==> src/rtl/core/tlve_pkg.sv <==
// ----------------------------------------------------------------------------
// TLV target tag extractor package
// Shared result word, queue status bundle, status codes and TLV constants.
// ----------------------------------------------------------------------------
package tlve_pkg;

  // Status codes carried on the result word.
  typedef enum logic [1:0] {
    ST_VALUE     = 2'd0,
    ST_FINAL     = 2'd1,
    ST_NOT_FOUND = 2'd2
  } status_e;

  // One result word as it travels from the parser to the output stage.
  typedef struct packed {
    logic [7:0] value_byte;
    status_e    status;
    logic       last;
  } res_t;

  // Queue status seen by both of its neighbors.
  typedef struct packed {
    logic full;
    logic empty;
  } q_stat_t;

  // Depth of the queue between parser and output stage (a power of two).
  localparam int unsigned QueueDepth = 2;

  // BER-TLV encoding constants.
  localparam logic [7:0] TagMultiMask = 8'h1F;
  localparam logic [7:0] LenLongFlag  = 8'h80;
  localparam logic [7:0] LenLong1     = 8'h81;
  localparam logic [7:0] LenLong3     = 8'h83;

  // Width of a decoded element length.
  localparam int unsigned LenAccW = 24;

endpackage

==> src/rtl/core/tlve_front.sv <==
// ----------------------------------------------------------------------------
// TLV extractor parser front
// Walks tag, length and value fields one byte per accepted cycle and forms results.
// ----------------------------------------------------------------------------
module tlve_front #(
  parameter int unsigned BUFFER_LENGTH_BITS = 16
) (
  input  logic                clk_i,
  input  logic                rst_ni,
  input  logic                accept_i,
  input  logic [7:0]          data_byte_i,
  input  logic [15:0]         buffer_length_i,
  input  logic [7:0]          target_tag_i,
  output logic                push_o,
  output tlve_pkg::res_t      push_word_o
);

  localparam int unsigned TotW = (BUFFER_LENGTH_BITS < 16) ? BUFFER_LENGTH_BITS : 16;
  localparam int unsigned PosW = ((BUFFER_LENGTH_BITS > 16) ? BUFFER_LENGTH_BITS : 16) + 1;
  localparam int unsigned CmpW = (PosW > tlve_pkg::LenAccW) ? PosW : tlve_pkg::LenAccW;
  localparam int unsigned AccW = tlve_pkg::LenAccW;

  typedef enum logic [2:0] {
    PH_TAG       = 3'd0,
    PH_TAG_MORE  = 3'd1,
    PH_LEN_FIRST = 3'd2,
    PH_LEN_MORE  = 3'd3,
    PH_SKIP      = 3'd4,
    PH_VALUE     = 3'd5
  } phase_e;

  phase_e                        phase_q, phase_d;
  logic [BUFFER_LENGTH_BITS-1:0] pos_q, pos_d;
  logic [AccW-1:0]               acc_q, acc_d;
  logic [1:0]                    left_q, left_d;
  logic [AccW-1:0]               rem_q, rem_d;
  logic                          match_q, match_d;
  logic                          fin_q, fin_d;

  logic [PosW-1:0] total_w;
  logic [PosW-1:0] next_pos;
  logic [PosW-1:0] room;
  logic            at_end;
  logic            len_done;
  logic            not_found;
  logic            res_vld;
  tlve_pkg::res_t  res;

  assign total_w  = PosW'(buffer_length_i[TotW-1:0]);
  assign next_pos = PosW'(pos_q) + PosW'(1);
  assign at_end   = (next_pos >= total_w);
  assign room     = (total_w > next_pos) ? (total_w - next_pos) : '0;

  always_comb begin
    phase_d   = phase_q;
    pos_d     = pos_q;
    acc_d     = acc_q;
    left_d    = left_q;
    rem_d     = rem_q;
    match_d   = match_q;
    fin_d     = fin_q;
    len_done  = 1'b0;
    not_found = 1'b0;
    res_vld   = 1'b0;
    res       = '0;

    if (!fin_q) begin
      unique case (phase_q)
        PH_TAG: begin
          match_d = (data_byte_i == target_tag_i);
          phase_d = ((data_byte_i & tlve_pkg::TagMultiMask) == tlve_pkg::TagMultiMask)
                    ? PH_TAG_MORE : PH_LEN_FIRST;
        end
        PH_TAG_MORE: begin
          if (!data_byte_i[7]) begin
            phase_d = PH_LEN_FIRST;
          end
        end
        PH_LEN_FIRST: begin
          if (data_byte_i < tlve_pkg::LenLongFlag) begin
            acc_d    = AccW'(data_byte_i);
            len_done = 1'b1;
          end else if (data_byte_i >= tlve_pkg::LenLong1 &&
                       data_byte_i <= tlve_pkg::LenLong3) begin
            acc_d   = '0;
            left_d  = data_byte_i[1:0];
            phase_d = PH_LEN_MORE;
          end else begin
            not_found = 1'b1;
          end
        end
        PH_LEN_MORE: begin
          acc_d  = {acc_q[AccW-9:0], data_byte_i};
          left_d = left_q - 2'd1;
          if (left_d == 2'd0) begin
            len_done = 1'b1;
          end
        end
        PH_SKIP: begin
          rem_d = rem_q - AccW'(1);
          if (rem_d == '0) begin
            phase_d = PH_TAG;
          end
        end
        PH_VALUE: begin
          rem_d          = rem_q - AccW'(1);
          res.value_byte = data_byte_i;
          res_vld        = 1'b1;
          if (rem_d == '0) begin
            res.status = tlve_pkg::ST_FINAL;
            res.last   = 1'b1;
            fin_d      = 1'b1;
          end else begin
            res.status = tlve_pkg::ST_VALUE;
            res.last   = at_end;
          end
        end
        default: begin
          not_found = 1'b1;
        end
      endcase

      // The length is complete: check it against the room left, then pick
      // between value output, skipping the element, or the next tag; an empty match is not found.
      if (len_done) begin
        if (CmpW'(acc_d) > CmpW'(room)) begin
          not_found = 1'b1;
        end else if (match_q) begin
          if (acc_d == '0) begin
            not_found = 1'b1;
          end else begin
            rem_d   = acc_d;
            phase_d = PH_VALUE;
          end
        end else if (acc_d == '0) begin
          phase_d = PH_TAG;
        end else begin
          rem_d   = acc_d;
          phase_d = PH_SKIP;
        end
      end

      if (!res_vld && (not_found || at_end)) begin
        res.value_byte = '0;
        res.status     = tlve_pkg::ST_NOT_FOUND;
        res.last       = 1'b1;
        res_vld        = 1'b1;
        fin_d          = 1'b1;
      end
    end

    if (at_end) begin
      phase_d = PH_TAG;
      pos_d   = '0;
      acc_d   = '0;
      left_d  = '0;
      rem_d   = '0;
      match_d = 1'b0;
      fin_d   = 1'b0;
    end else begin
      pos_d = next_pos[BUFFER_LENGTH_BITS-1:0];
    end
  end

  always_ff @(posedge clk_i or negedge rst_ni) begin
    if (!rst_ni) begin
      phase_q <= PH_TAG;
      pos_q   <= '0;
      acc_q   <= '0;
      left_q  <= '0;
      rem_q   <= '0;
      match_q <= 1'b0;
      fin_q   <= 1'b0;
    end else if (accept_i) begin
      phase_q <= phase_d;
      pos_q   <= pos_d;
      acc_q   <= acc_d;
      left_q  <= left_d;
      rem_q   <= rem_d;
      match_q <= match_d;
      fin_q   <= fin_d;
    end
  end

  assign push_o      = accept_i && res_vld;
  assign push_word_o = res;

endmodule

==> src/rtl/core/tlve_queue.sv <==
// ----------------------------------------------------------------------------
// TLV extractor result queue
// Short register queue that decouples the parser from the output stage.
// ----------------------------------------------------------------------------
module tlve_queue (
  input  logic              clk_i,
  input  logic              rst_ni,
  input  logic              push_i,
  input  tlve_pkg::res_t    push_word_i,
  input  logic              pop_i,
  output tlve_pkg::res_t    pop_word_o,
  output tlve_pkg::q_stat_t stat_o
);

  localparam int unsigned Depth = tlve_pkg::QueueDepth;
  localparam int unsigned PtrW  = (Depth > 1) ? $clog2(Depth) : 1;
  localparam int unsigned CntW  = $clog2(Depth + 1);

  tlve_pkg::res_t mem_q [Depth];
  logic [PtrW-1:0] wr_ptr_q, rd_ptr_q;
  logic [CntW-1:0] cnt_q;

  always_ff @(posedge clk_i) begin
    if (push_i) begin
      mem_q[wr_ptr_q] <= push_word_i;
    end
  end

  always_ff @(posedge clk_i or negedge rst_ni) begin
    if (!rst_ni) begin
      wr_ptr_q <= '0;
      rd_ptr_q <= '0;
      cnt_q    <= '0;
    end else begin
      if (push_i) begin
        wr_ptr_q <= wr_ptr_q + PtrW'(1);
      end
      if (pop_i) begin
        rd_ptr_q <= rd_ptr_q + PtrW'(1);
      end
      if (push_i && !pop_i) begin
        cnt_q <= cnt_q + CntW'(1);
      end else if (pop_i && !push_i) begin
        cnt_q <= cnt_q - CntW'(1);
      end
    end
  end

  assign pop_word_o   = mem_q[rd_ptr_q];
  assign stat_o.full  = (cnt_q == CntW'(Depth));
  assign stat_o.empty = (cnt_q == '0);

`ifndef SYNTHESIS
  a_no_push_full: assert property (@(posedge clk_i) disable iff (!rst_ni)
    push_i |-> !stat_o.full)
    else $error("queue written while full");

  a_no_pop_empty: assert property (@(posedge clk_i) disable iff (!rst_ni)
    pop_i |-> !stat_o.empty)
    else $error("queue read while empty");

  a_count_up: assert property (@(posedge clk_i) disable iff (!rst_ni)
    (push_i && !pop_i) |=> (cnt_q == $past(cnt_q) + CntW'(1)))
    else $error("queue count did not follow a write");
`endif

endmodule

==> src/rtl/core/tlve_back.sv <==
// ----------------------------------------------------------------------------
// TLV extractor output stage
// Holds one result word on the output ports until the receiver takes it.
// ----------------------------------------------------------------------------
module tlve_back (
  input  logic              clk_i,
  input  logic              rst_ni,
  input  tlve_pkg::res_t    q_word_i,
  input  tlve_pkg::q_stat_t q_stat_i,
  output logic              q_pop_o,
  output logic              out_valid_o,
  input  logic              out_stall_i,
  output tlve_pkg::res_t    out_word_o
);

  logic           valid_q;
  tlve_pkg::res_t word_q;

  // Refill whenever the register is empty or its word leaves this cycle.
  assign q_pop_o = !q_stat_i.empty && (!valid_q || !out_stall_i);

  always_ff @(posedge clk_i or negedge rst_ni) begin
    if (!rst_ni) begin
      valid_q <= 1'b0;
    end else if (q_pop_o) begin
      valid_q <= 1'b1;
    end else if (!out_stall_i) begin
      valid_q <= 1'b0;
    end
  end

  always_ff @(posedge clk_i) begin
    if (q_pop_o) begin
      word_q <= q_word_i;
    end
  end

  assign out_valid_o = valid_q;
  assign out_word_o  = word_q;

endmodule

==> src/rtl/core/tlv_target_tag_extractor_top.sv <==
// ----------------------------------------------------------------------------
// TLV target tag extractor, top level
// Path: a result word is written into the queue at the edge that accepts its
// byte, then moved into the output register that drives the output ports.
// Throughput: one byte per cycle while the queue is not full.
// Reset: asynchronous, active low; parser state and queue empty at once.
// ----------------------------------------------------------------------------
module tlv_target_tag_extractor_top #(
  parameter int unsigned BUFFER_LENGTH_BITS = 16
) (
  input  logic        clk_i,
  input  logic        rst_ni,
  // Input channel: one buffer byte per word.
  input  logic        in_valid_i,
  output logic        in_stall_o,
  input  logic [7:0]  data_byte_i,
  input  logic [15:0] buffer_length_i,
  input  logic [7:0]  target_tag_i,
  // Output channel: value bytes of the match, or one not-found word.
  output logic        out_valid_o,
  input  logic        out_stall_i,
  output logic [7:0]  value_byte_o,
  output logic [1:0]  status_o,
  output logic        last_o
);

  // The parser front consumes a byte in the cycle it is accepted and may
  // push one result word into the queue. The queue is the only thing that
  // can hold the input back: when it is full, new bytes are stalled. The
  // output stage drains the queue into a register that faces the receiver,
  // so a stalled receiver never blocks the parser while the queue has room.

  logic              accept;
  logic              push;
  tlve_pkg::res_t    push_word;
  logic              pop;
  tlve_pkg::res_t    pop_word;
  tlve_pkg::q_stat_t q_stat;
  tlve_pkg::res_t    out_word;

  assign in_stall_o = q_stat.full;
  assign accept     = in_valid_i && !in_stall_o;

  tlve_front #(
    .BUFFER_LENGTH_BITS(BUFFER_LENGTH_BITS)
  ) u_front (
    .clk_i          (clk_i),
    .rst_ni         (rst_ni),
    .accept_i       (accept),
    .data_byte_i    (data_byte_i),
    .buffer_length_i(buffer_length_i),
    .target_tag_i   (target_tag_i),
    .push_o         (push),
    .push_word_o    (push_word)
  );

  tlve_queue u_queue (
    .clk_i      (clk_i),
    .rst_ni     (rst_ni),
    .push_i     (push),
    .push_word_i(push_word),
    .pop_i      (pop),
    .pop_word_o (pop_word),
    .stat_o     (q_stat)
  );

  tlve_back u_back (
    .clk_i      (clk_i),
    .rst_ni     (rst_ni),
    .q_word_i   (pop_word),
    .q_stat_i   (q_stat),
    .q_pop_o    (pop),
    .out_valid_o(out_valid_o),
    .out_stall_i(out_stall_i),
    .out_word_o (out_word)
  );

  // Unpack the result word onto the output ports.
  assign value_byte_o = out_word.value_byte;
  assign status_o     = out_word.status;
  assign last_o       = out_word.last;

endmodule

==> config.mk <==
export PLATFORM = sky130hd
export DESIGN_NAME = tlv_target_tag_extractor_top
export DESIGN_NICKNAME = d
export VERILOG_FILES = /design/src/rtl/core/tlve_pkg.sv /design/src/rtl/core/tlve_front.sv /design/src/rtl/core/tlve_queue.sv /design/src/rtl/core/tlve_back.sv /design/src/rtl/core/tlv_target_tag_extractor_top.sv
export SDC_FILE = /design/constraint.sdc
export NUM_CORES = 1
export LEC_CHECK = 0
export CAP_MARGIN = 20
export CORE_MARGIN = 5
export CORE_UTILIZATION = 45
export CTS_BUF_LIST = sky130_fd_sc_hd__clkbuf_16
export CTS_CLUSTER_SIZE = 25
export DETAILED_ROUTE_END_ITERATION = 6
export DONT_BUFFER_PORTS = 1
export PLACE_DENSITY = 0.62
export SYNTH_ARGS = -nofsm -noshare
export SYNTH_HDL_FRONTEND = slang
export SYNTH_SLANG_ARGS = --single-unit
==> constraint.sdc <==
create_clock -name clk_i -period 11.9 [get_ports clk_i]
set_input_delay 2.38 -clock clk_i [delete_from_list [all_inputs] [get_ports clk_i]]
set_output_delay 2.38 -clock clk_i [all_outputs]
set_load 0.1 [all_outputs]
==> qor.yml, run 1 <==
status: "finished, final reports clean"
ff2ff_setup_slack_ns: 4.81
vdd_drop_max_mv: 0.118
clk_pin_slew_ns: 0.08
cts_tree: "done"
cts-resized-gates: 0
hold_start: "u_queue.wr_ptr_q"
synth_area_per_cell_um2: 9.02
grt_overflow: 0
cts_made_buffers: 9
rr_worst_depth: 22
start_util_pct: 45.3
timing.critical_path.from: "buffer_length_i[6]"
clkSinkCount: 109
cts_setup_buffers: 0
syn_inst: 821
holdBufCountCts: 0
slew_viol_final: 0
critical_path_class: "input pin to flop"
hold_depth: 1
crit_arrival_ns: 7.46
setup_tns_ns: 0
clkLatencyLatePin_ns: 0.36
core_area_um2: 16300
drc: 0
final_layout_size_suffix_gt1_share_pct: 7.95
worst_pin_slew_ns: 0.913
grt_usage_pct: 21.1
async_reset_ff_share_pct: 69.7
seq_area_frac_synth_pct: 39.0
cp-end-kind: "flop"
num_vias: 6485
nFillCells: 1574
slew_headroom_pct: 38.3
yosysWarningCount: 0
clock-root-buffer: "clkbuf_16"
r2r-start: "u_front.pos_q[0]"
hpwl_mm: 14.8
area_growth_pct: 6.52
wl_per_cell_um: 19.9
power_density_nw_per_um2: 235
die_x_um: 138
synth_edf_count: 33
setup_viol: 0
first_iter_violations: 587
routed_via_density: 6.33
hp-class: "flop to flop"
crit_path_start_kind: "input pin"
ant_nets: 0
die_h_um: 138
dieArea_um2: 19100
rsz0062_at_grt: "false"
syn_area_um2: 7410
syn-num-nets: 896
worst_ep_required_time_ns: 12.15
wl_mm: 20.4
finClkSkew_ns: 0.00895
fmax_mhz: 139
grt_antenna_before_repair: 0
cts_buffer_depth: 2
layout.nets: 875
antenna_cells: 0
drv_cap: 0
numPortBuffers: 0
first_pass_iters: 6
grt_max_degree: 77
path_max_fanout: 33
grt_pass1_vias: 6210
synth-seq-cells: 109
synth_ff_type: "dfrtp_1"
post-route-period-util_pct: 60.6
r2r_end: "u_front.rem_q[6]"
worst_hold_path.endpoint: "u_queue.wr_ptr_q"
postLayoutCellArea_um2: 7890
place.gp.congestion: 0.940
hold_viol_final: 0
power.leakage_uw: 0.00316
post-route-min-period_ns: 7.21
htreeDepth: 3
place_area_um2: 7580
synth_cell_types: 79
num_rows: 47
grt_pass1_wl_mm: 33.3
pin_count: 49
==> registers in the layout, indices dropped and copies added (netlist names) <==
signal              flops
u_back.out_valid_o      1
u_back.out_word_o      11
u_front.acc_q          24
u_front.fin_q           1
u_front.left_q          2
u_front.match_q         1
u_front.phase_q         3
u_front.pos_q          16
u_front.rem_q          24
u_queue.cnt_q           2
u_queue.mem_q          22
u_queue.rd_ptr_q        1
u_queue.wr_ptr_q        1
==> where the power goes <==
group / total, uW / internal, uW / switching, uW
Sequential: 721 / 490 / 231
Clock: 313 / 152 / 161
Combinational: 820 / 288 / 532
Total: 1850 / 930 / 924
==> cell type report <==
type | instances | area (um2) | share of cell area [%]
multi-input cells | 637 | 4220 | 53.5
flip-flops and latches | 109 | 2890 | 36.7
well taps | 220 | 275 | 3.49
clock buffers | 9 | 225 | 2.85
inverters | 35 | 131 | 1.66
clock inverters | 7 | 85.1 | 1.08
repair buffers | 8 | 60.1 | 0.761
==> Yosys cell counts, types with 3 or more instances <==
master / n / area, um2
or2_2: 5 / 31.3
nor3_1: 25 / 125
a22oi_1: 18 / 135
edfxtp_1: 33 / 991
xor2_1: 23 / 201
inv_1: 33 / 124
buf_6: 3 / 33.8
o31ai_1: 16 / 120
nor2b_1: 7 / 43.8
o21ai_0: 45 / 225
dfrtp_1: 76 / 1900
nand4_1: 16 / 100
o2bb2ai_1: 6 / 52.6
a31oi_1: 18 / 113
nor4_1: 10 / 62.6
nand3b_1: 3 / 22.5
or4_1: 3 / 22.5
nand2b_1: 8 / 50.1
nand3_1: 34 / 170
or3_1: 4 / 25.0
clkbuf_1: 36 / 135
mux2i_1: 4 / 40.0
nand2_1: 87 / 327
o22ai_1: 13 / 81.3
o211ai_1: 13 / 97.6
a21o_1: 7 / 52.6
a21oi_1: 40 / 200
and4_1: 3 / 26.3
o21ai_1: 6 / 30.0
and4b_1: 5 / 50.1
o21a_1: 6 / 45.0
nor2_1: 56 / 210
mux2_2: 11 / 124
and2_1: 6 / 37.5
xnor2_1: 17 / 149
and3_1: 18 / 113
o21a_2: 3 / 26.3
ha_1: 38 / 475
a22o_1: 9 / 78.8
==> through the flow <==
| stage | instances | util [%] | setup WS [ns] | hold WS, ns | power [uW] |
|---|---|---|---|---|---|
| 2_1_floorplan | 821 | - | 5.08 | 0.455 | 1320 |
| 3_3_place_gp | 1009 | 46.4 | 4.48 | 0.470 | 1500 |
| 3_5_place_dp | 1009 | 46.4 | 4.37 | 0.487 | 1530 |
| 4_1_cts | 1025 | 48.3 | 4.76 | 0.498 | 1850 |
| 5_1_grt | 1025 | 48.3 | 4.27 | 0.510 | 1970 |
| 6_report | 1025 | 48.3 | 4.69 | 0.496 | 1850 |
==> how the worst max path moves through the flow <==
stage / to / slack, ns / depth (start not counted)
after floorplan: u_queue.mem_q[0][0] / 5.08 / 18
after global placement: u_queue.mem_q[0][6] / 4.48 / 21
after detailed placement: u_front.rem_q[6] / 4.37 / 17
after CTS: u_queue.mem_q[0][1] / 4.76 / 16
after global routing: u_front.rem_q[12] / 4.27 / 22
final: u_front.rem_q[6] / 4.69 / 17
==> cells by family after synthesis <==
group	Yosys count	synth area share [%]
compound gates	236	21.6
fa+ha+maj	39	6.69
mux	15	2.21
buf+inv	75	4.10
simple gates	307	21.6
xor+xnor	40	4.73
flops	109	39.0
==> worst max-delay path, cell delays in order <==
cell and delay [ns]:
ha_1 0.33, and3_1 0.22, and3_1 0.20, a21oi_1 0.16
nand3_1 0.16, nor2_1 0.55, buf_4 0.33, nand3b_1 0.11
ha_1 0.31, nand4_1 0.15, or4_1 0.58, o32a_1 0.35
o31a_1 0.16, nor2_2 0.47, o21ai_4 0.38, a31o_2 0.34
a211o_1 0.28
==> cell usage in the layout (no fill, tap or decap), types with 16 or more instances in the layout <==
cell and n:
a31oi_1 18, ha_1 38, xor2_1 23, a21oi_1 40, dfrtp_1 76, and3_1 18
o31ai_1 16, nand2_1 87, nor3_1 25, nand4_1 16, a22oi_1 18, nand3_1 34
xnor2_1 17, edfxtp_1 33, o21ai_0 44, inv_1 33, nor2_1 56
==> per-layer routing <==
layer | track usage (%) | wire, um | vias to the layer above
li1 | - | - | 3039
met1 | 28.7 | 8980 | 3175
met2 | 34.5 | 9710 | 234
met3 | 4.90 | 1390 | 37
met4 | 4.52 | 352 | 0
met5 | 0 | 0 | -
Note: power is estimated with default switching activity, not from simulation.
==> inputs of run 2 (changes only) <==
Settings changed: PLACE_DENSITY 0.62 to 0.64.
Clock period 11.9 ns to 5.8 ns, I/O delays scaled along.
==> run 2 against run 1 <==
Effect of this change:
- global-route usage rose by 0.062 points
- via count rose by 2.1%
- clock power rose by 100%
- cell area rose by 5.5%
- clock skew fell by 0.00095 ns
- critical endpoint is now u_queue.cnt_q[1]
- highest routed layer unchanged
==> qor.yml, run 2 (synthesis gave the netlist of run 1 again) <==
slowest_stage: "dfrtp_1"
grt_pass1_vias: 6171
fmax_mhz: 177
die_x_um: 138
max_stage_delay_ns: 0.42
core_area_um2: 16300
wl_per_cell_um: 19.4
drc: 0
power_density_nw_per_um2: 463
ant_nets: 0
critical_path_class: "flop to flop"
post-route-min-period_ns: 5.64
worst_pin_slew_ns: 0.928
finalNonFillerCells: 1068
cts_buffer_depth: 2
p_int_uw: 1970
hpwl_mm: 15.0
r2r-start: "u_front.pos_q[1]"
finClkSkew_ns: 0.00800
clkPwrFrac_pct: 16.4
setup_tns_ns: 0
num_vias: 6624
hp-class: "input pin to asynchronous set/reset pin"
first_pass_iters: 5
worst_ep_required_time_ns: 6.09
status: "finished, final reports clean"
crit_arrival_ns: 5.93
layout_commonest_cell: "nand2_1"
grt_pass1_wl_mm: 33.2
clk_pin_slew_ns: 0.08
area_growth_pct: 12.4
grt_antenna_before_repair: 0
swShare_pct: 48.8
numPlacedInstances: 1043
numPortBuffers: 0
grt_overflow: 0
slew_viol_final: 0
clkLatencyLatePin_ns: 0.36
first_iter_violations: 870
slew_headroom_pct: 38.1
vdd_drop_max_mv: 0.193
num_rows: 47
post-route-period-util_pct: 97.2
path_max_fanout: 4
start_util_pct: 45.3
comb_power_share_pct: 45.3
rr_worst_depth: 26
antenna_cells: 0
final_layout_size_suffix_gt1_share_pct: 14.4
cts_made_buffers: 9
layout.nets: 918
cts_tree: "done"
most-common-layout-cells: "87 x nand2_1, 75 x dfrtp_1, 55 x nor2_1"
cp-end-kind: "flop"
reg.largest.list: "u_front.acc_q: 24 flops, u_front.rem_q: 24 flops, u_queue.mem_q: 22 flops"
wl_mm: 20.7
clock-root-buffer: "clkbuf_16"
crit_path_start_kind: "flop"
ff2ff_setup_slack_ns: 0.16
drv_cap: 0
routed_via_density: 6.20
hold_viol_final: 0
p_total_uw: 3860
r2r_end: "u_queue.cnt_q[1]"
htreeDepth: 3
die_h_um: 138
grt_usage_pct: 21.1
place.gp.congestion: 0.971
dieArea_um2: 19100
nFillCells: 1503
sequentialPowerShare_pct: 38.3
switchingPower_uw: 1880
clkSinkCount: 109
pin_count: 49
grt_max_degree: 77
power.leakage_uw: 0.00340
setup_viol: 0
## run 2: final cells by class
| class | count | area (um2) | share of cell area, % |
|---|---|---|---|
| Clock buffer | 9 | 225 | 2.71 |
| Clock inverter | 7 | 70.1 | 0.842 |
| Inverter | 35 | 131 | 1.58 |
| Multi-Input combinational cell | 637 | 4330 | 52.0 |
| Sequential cell | 109 | 2890 | 34.8 |
| Tap cell | 220 | 275 | 3.31 |
| Timing Repair Buffer | 51 | 403 | 4.84 |
## run 2: power by group through the flow
stage,clock network [uW],logic [uW],registers [uW]
after floorplan,0,1320,1380
after global placement,0,1640,1470
after detailed placement,0,1690,1480
after CTS,646,1700,1470
after global routing,677,1930,1500
final,633,1750,1480
## run 2: timing repair
| item | in CTS | in global routing |
|---|---|---|
| pin swaps | 0 | 18 |
| buffers inserted | 0 | 9 |
| hold buffers | 0 | 0 |
| resized for setup | 1 | 20 |
| endpoints found under the setup margin | 1 | 55 |
## run 2: metrics by stage
step	setup slack (ns)	cell area (um2)	hold slack, ns	utilization (%)
floorplan	0.103	7420	0.466	-
global placement	0.0888	7860	0.487	48.1
detailed placement	-0.00993	7860	0.492	48.1
CTS	0.00945	8160	0.475	49.9
global route	-0.0762	8320	0.464	50.9
finish	0.160	8320	0.489	50.9
## run 2: how the worst max path moves through the flow
stage | from | endpoint
4_1_cts | u_front.pos_q[0] | u_queue.cnt_q[1]
2_1_floorplan | u_front.pos_q[0] | u_queue.cnt_q[1]
3_3_place_gp | buffer_length_i[0] | u_queue.cnt_q[1]
6_report | u_front.pos_q[1] | u_queue.cnt_q[1]
3_5_place_dp | buffer_length_i[0] | u_queue.cnt_q[1]
5_1_grt | u_front.pos_q[1] | u_queue.cnt_q[1]
## run 2: worst max-delay path: cells and delay by family (launching register included)
family	cells	cell delay, ns
xor gates and xnor gates	3	0.46
AOI/OAI and AO/OA	13	2.71
DFF	1	0.42
and+or+nand+nor	6	0.99
adders and majority gates	4	0.98
## run 2: per-layer routing
| layer | vias to the layer above | part of all wire (%) | global-route usage (%) | wire length, um |
|---|---|---|---|---|
| met1 | 3195 | 43 | 28.4 | 8880 |
| met2 | 285 | 48 | 34.6 | 9850 |
| met4 | 0 | 1.8 | 5.46 | 368 |
| li1 | 3111 | - | - | - |
| met5 | - | 0 | 0 | 0 |
| met3 | 33 | 7.8 | 4.90 | 1630 |
==> inputs of run 3 (changes only) <==
Settings changed: BUFFER_PORTS_ARGS set to -buffer_cell sky130_fd_sc_hd__buf_2, DONT_BUFFER_PORTS 1 to unset, PLACE_DENSITY 0.64 to 0.67.
==> run 3 against run 2 <==
Effect of this change:
- register-to-register slack better by 0.09 ns
- first-iteration DRC count is 32% lower
- clock power is 0.6% higher
- combinational power is 19% higher
- critical path depth is 1 lower
- via count is 1.5% higher
- die area stayed put
- cell count is 5.2% higher
- sequential cell count stayed put
- critical path type unchanged
==> qor.yml, run 3 (synthesis gave the netlist of run 1 again) <==
status: "finished, final reports clean"
cp-end-kind: "flop"
drv_cap: 0
start_util_pct: 45.3
hold_viol_final: 0
antenna_cells: 0
die_h_um: 138
wl_per_cell_um: 18.0
grt.busiest_layer: "met2"
post-route-period-util_pct: 95.6
ff2ff_setup_slack_ns: 0.25
met1_usage_pct: 30.1
place_area_um2: 8130
clkLatencyLatePin_ns: 0.36
postLayoutCellArea_um2: 8740
ant_nets: 0
pin_count: 49
numPortBuffers: 48
crit_path_start_kind: "flop"
cts_made_buffers: 9
nFillCells: 1519
die_x_um: 138
critical_path_class: "flop to flop"
cts_tree: "done"
finalNonFillerCells: 1124
power_density_nw_per_um2: 449
place.gp.congestion: 0.873
setup_tns_ns: 0
slew_viol_final: 0
num_vias: 6725
num_rows: 47
worst_ep_required_time_ns: 6.08
setup_viol: 0
slew_headroom_pct: 45.3
first_iter_violations: 593
drc: 0
clk_pin_slew_ns: 0.08
grt_overflow: 0
path_max_fanout: 6
worst_pin_slew_ns: 0.809
grt_pass1_wl_mm: 32.7
crit_arrival_ns: 5.83
fmax_mhz: 180
grt_antenna_before_repair: 0
layout.nets: 974
most-common-layout-cells: "87 x nand2_1, 75 x dfrtp_1, 56 x buf_4"
numPlacedInstances: 1097
wl_mm: 20.3
layout_commonest_cell: "nand2_1"
final_layout_size_suffix_gt1_share_pct: 20.9
finClkSkew_ns: 0.0101
reg.largest.list: "u_front.acc_q: 24 flops, u_front.rem_q: 24 flops, u_queue.mem_q: 22 flops"
grt_usage_pct: 20.7
grt_use_met3_pct: 4.07
fin_util_pct: 53.5
htreeDepth: 3
clock-root-buffer: "clkbuf_16"
grt_pass1_vias: 6223
core_area_um2: 16300
area_growth_pct: 18.0
clkSinkCount: 109
first_pass_iters: 5
routed_via_density: 5.98
power.leakage_uw: 0.00364
hpwl_mm: 14.5
hp-class: "flop to flop"
vdd_drop_max_mv: 0.291
cts_buffer_depth: 2
dieArea_um2: 19100
post-route-min-period_ns: 5.55
globalRouteMet2Util_pct: 32.0
p_total_uw: 3920
grt_max_degree: 77
-- run 3: cell count changes in the layout (fill, tap and decap cells not counted), sizes merged --
cell	delta
buf	+56
-- run 3: critical path, stage by stage, from the launching register on --
cell and delay [ns]:
dfrtp_1 0.43, ha_4 0.18, nand3_4 0.09, nor3_4 0.25
buf_6 0.15, nand4_1 0.23, xor2_2 0.25, ha_4 0.31
a2111o_1 0.16, nor2_1 0.04, a21oi_1 0.16, nand3_1 0.12
or2_4 0.24, or3_1 0.37, ha_1 0.30, nand4_1 0.13
or4_4 0.44, o32a_1 0.34, o31a_1 0.13, o21ai_1 0.15
o211ai_1 0.12, o21a_2 0.26, ha_2 0.19, xor2_1 0.13
nor2_1 0.13, xor2_1 0.15
-- run 3: repair_timing --
action / in CTS / in global routing
setup endpoints to repair: 1 / 55
pin swaps: 0 / 22
cloned: 0 / 1
gates resized for setup: 3 / 34
hold endpoints to repair: 0 / 0
hold buffers: 0 / 0
setup buffers: 0 / 9
-- run 3: metrics by stage --
stage	hold WS (ns)	worst slack [ns]
2_1_floorplan	0.466	0.103
3_3_place_gp	0.467	-0.0000782
3_5_place_dp	0.475	-0.141
4_1_cts	0.493	0.0431
5_1_grt	0.537	-0.0706
6_report	0.481	0.254
-- run 3: worst paths after layout --
kind	start	endpoint	cells after the start
max	u_front.pos_q[1]	u_queue.cnt_q[1]	25
min	u_back.out_valid_o	u_back.out_valid_o	2
max reg2reg	u_front.pos_q[1]	u_queue.cnt_q[1]	25
min reg2reg	u_back.out_valid_o	u_back.out_valid_o	2
max in group asynchronous	rst_ni	u_front.pos_q[14]	2
min in group asynchronous	rst_ni	u_front.rem_q[19]	1
-- run 3: layout make-up --
cell class              instances  area (um2)  share of cell area [%]
clock inverters                 7        86.3                   0.988
clock buffers                   9         225                    2.58
flip-flops and latches        109        2890                    33.1
inverters                      35         131                    1.50
repair buffers                107         711                    8.13
multi-input cells             637        4420                    50.5
well taps                     220         275                    3.15
-- run 3: metal layers --
metal,vias up,wire (um),share of wire (%)
li1,3220,-,-
met1,3220,9260,46
met2,264,9270,46
met3,21,1460,7.2
met4,0,302,1.5
met5,-,0,0
-- run 3: power by group --
| part | switching, uW | internal, uW | total [uW] |
|---|---|---|---|
| sequential | 204 | 1000 | 1210 |
| clock | 327 | 311 | 637 |
| combinational | 1360 | 710 | 2080 |
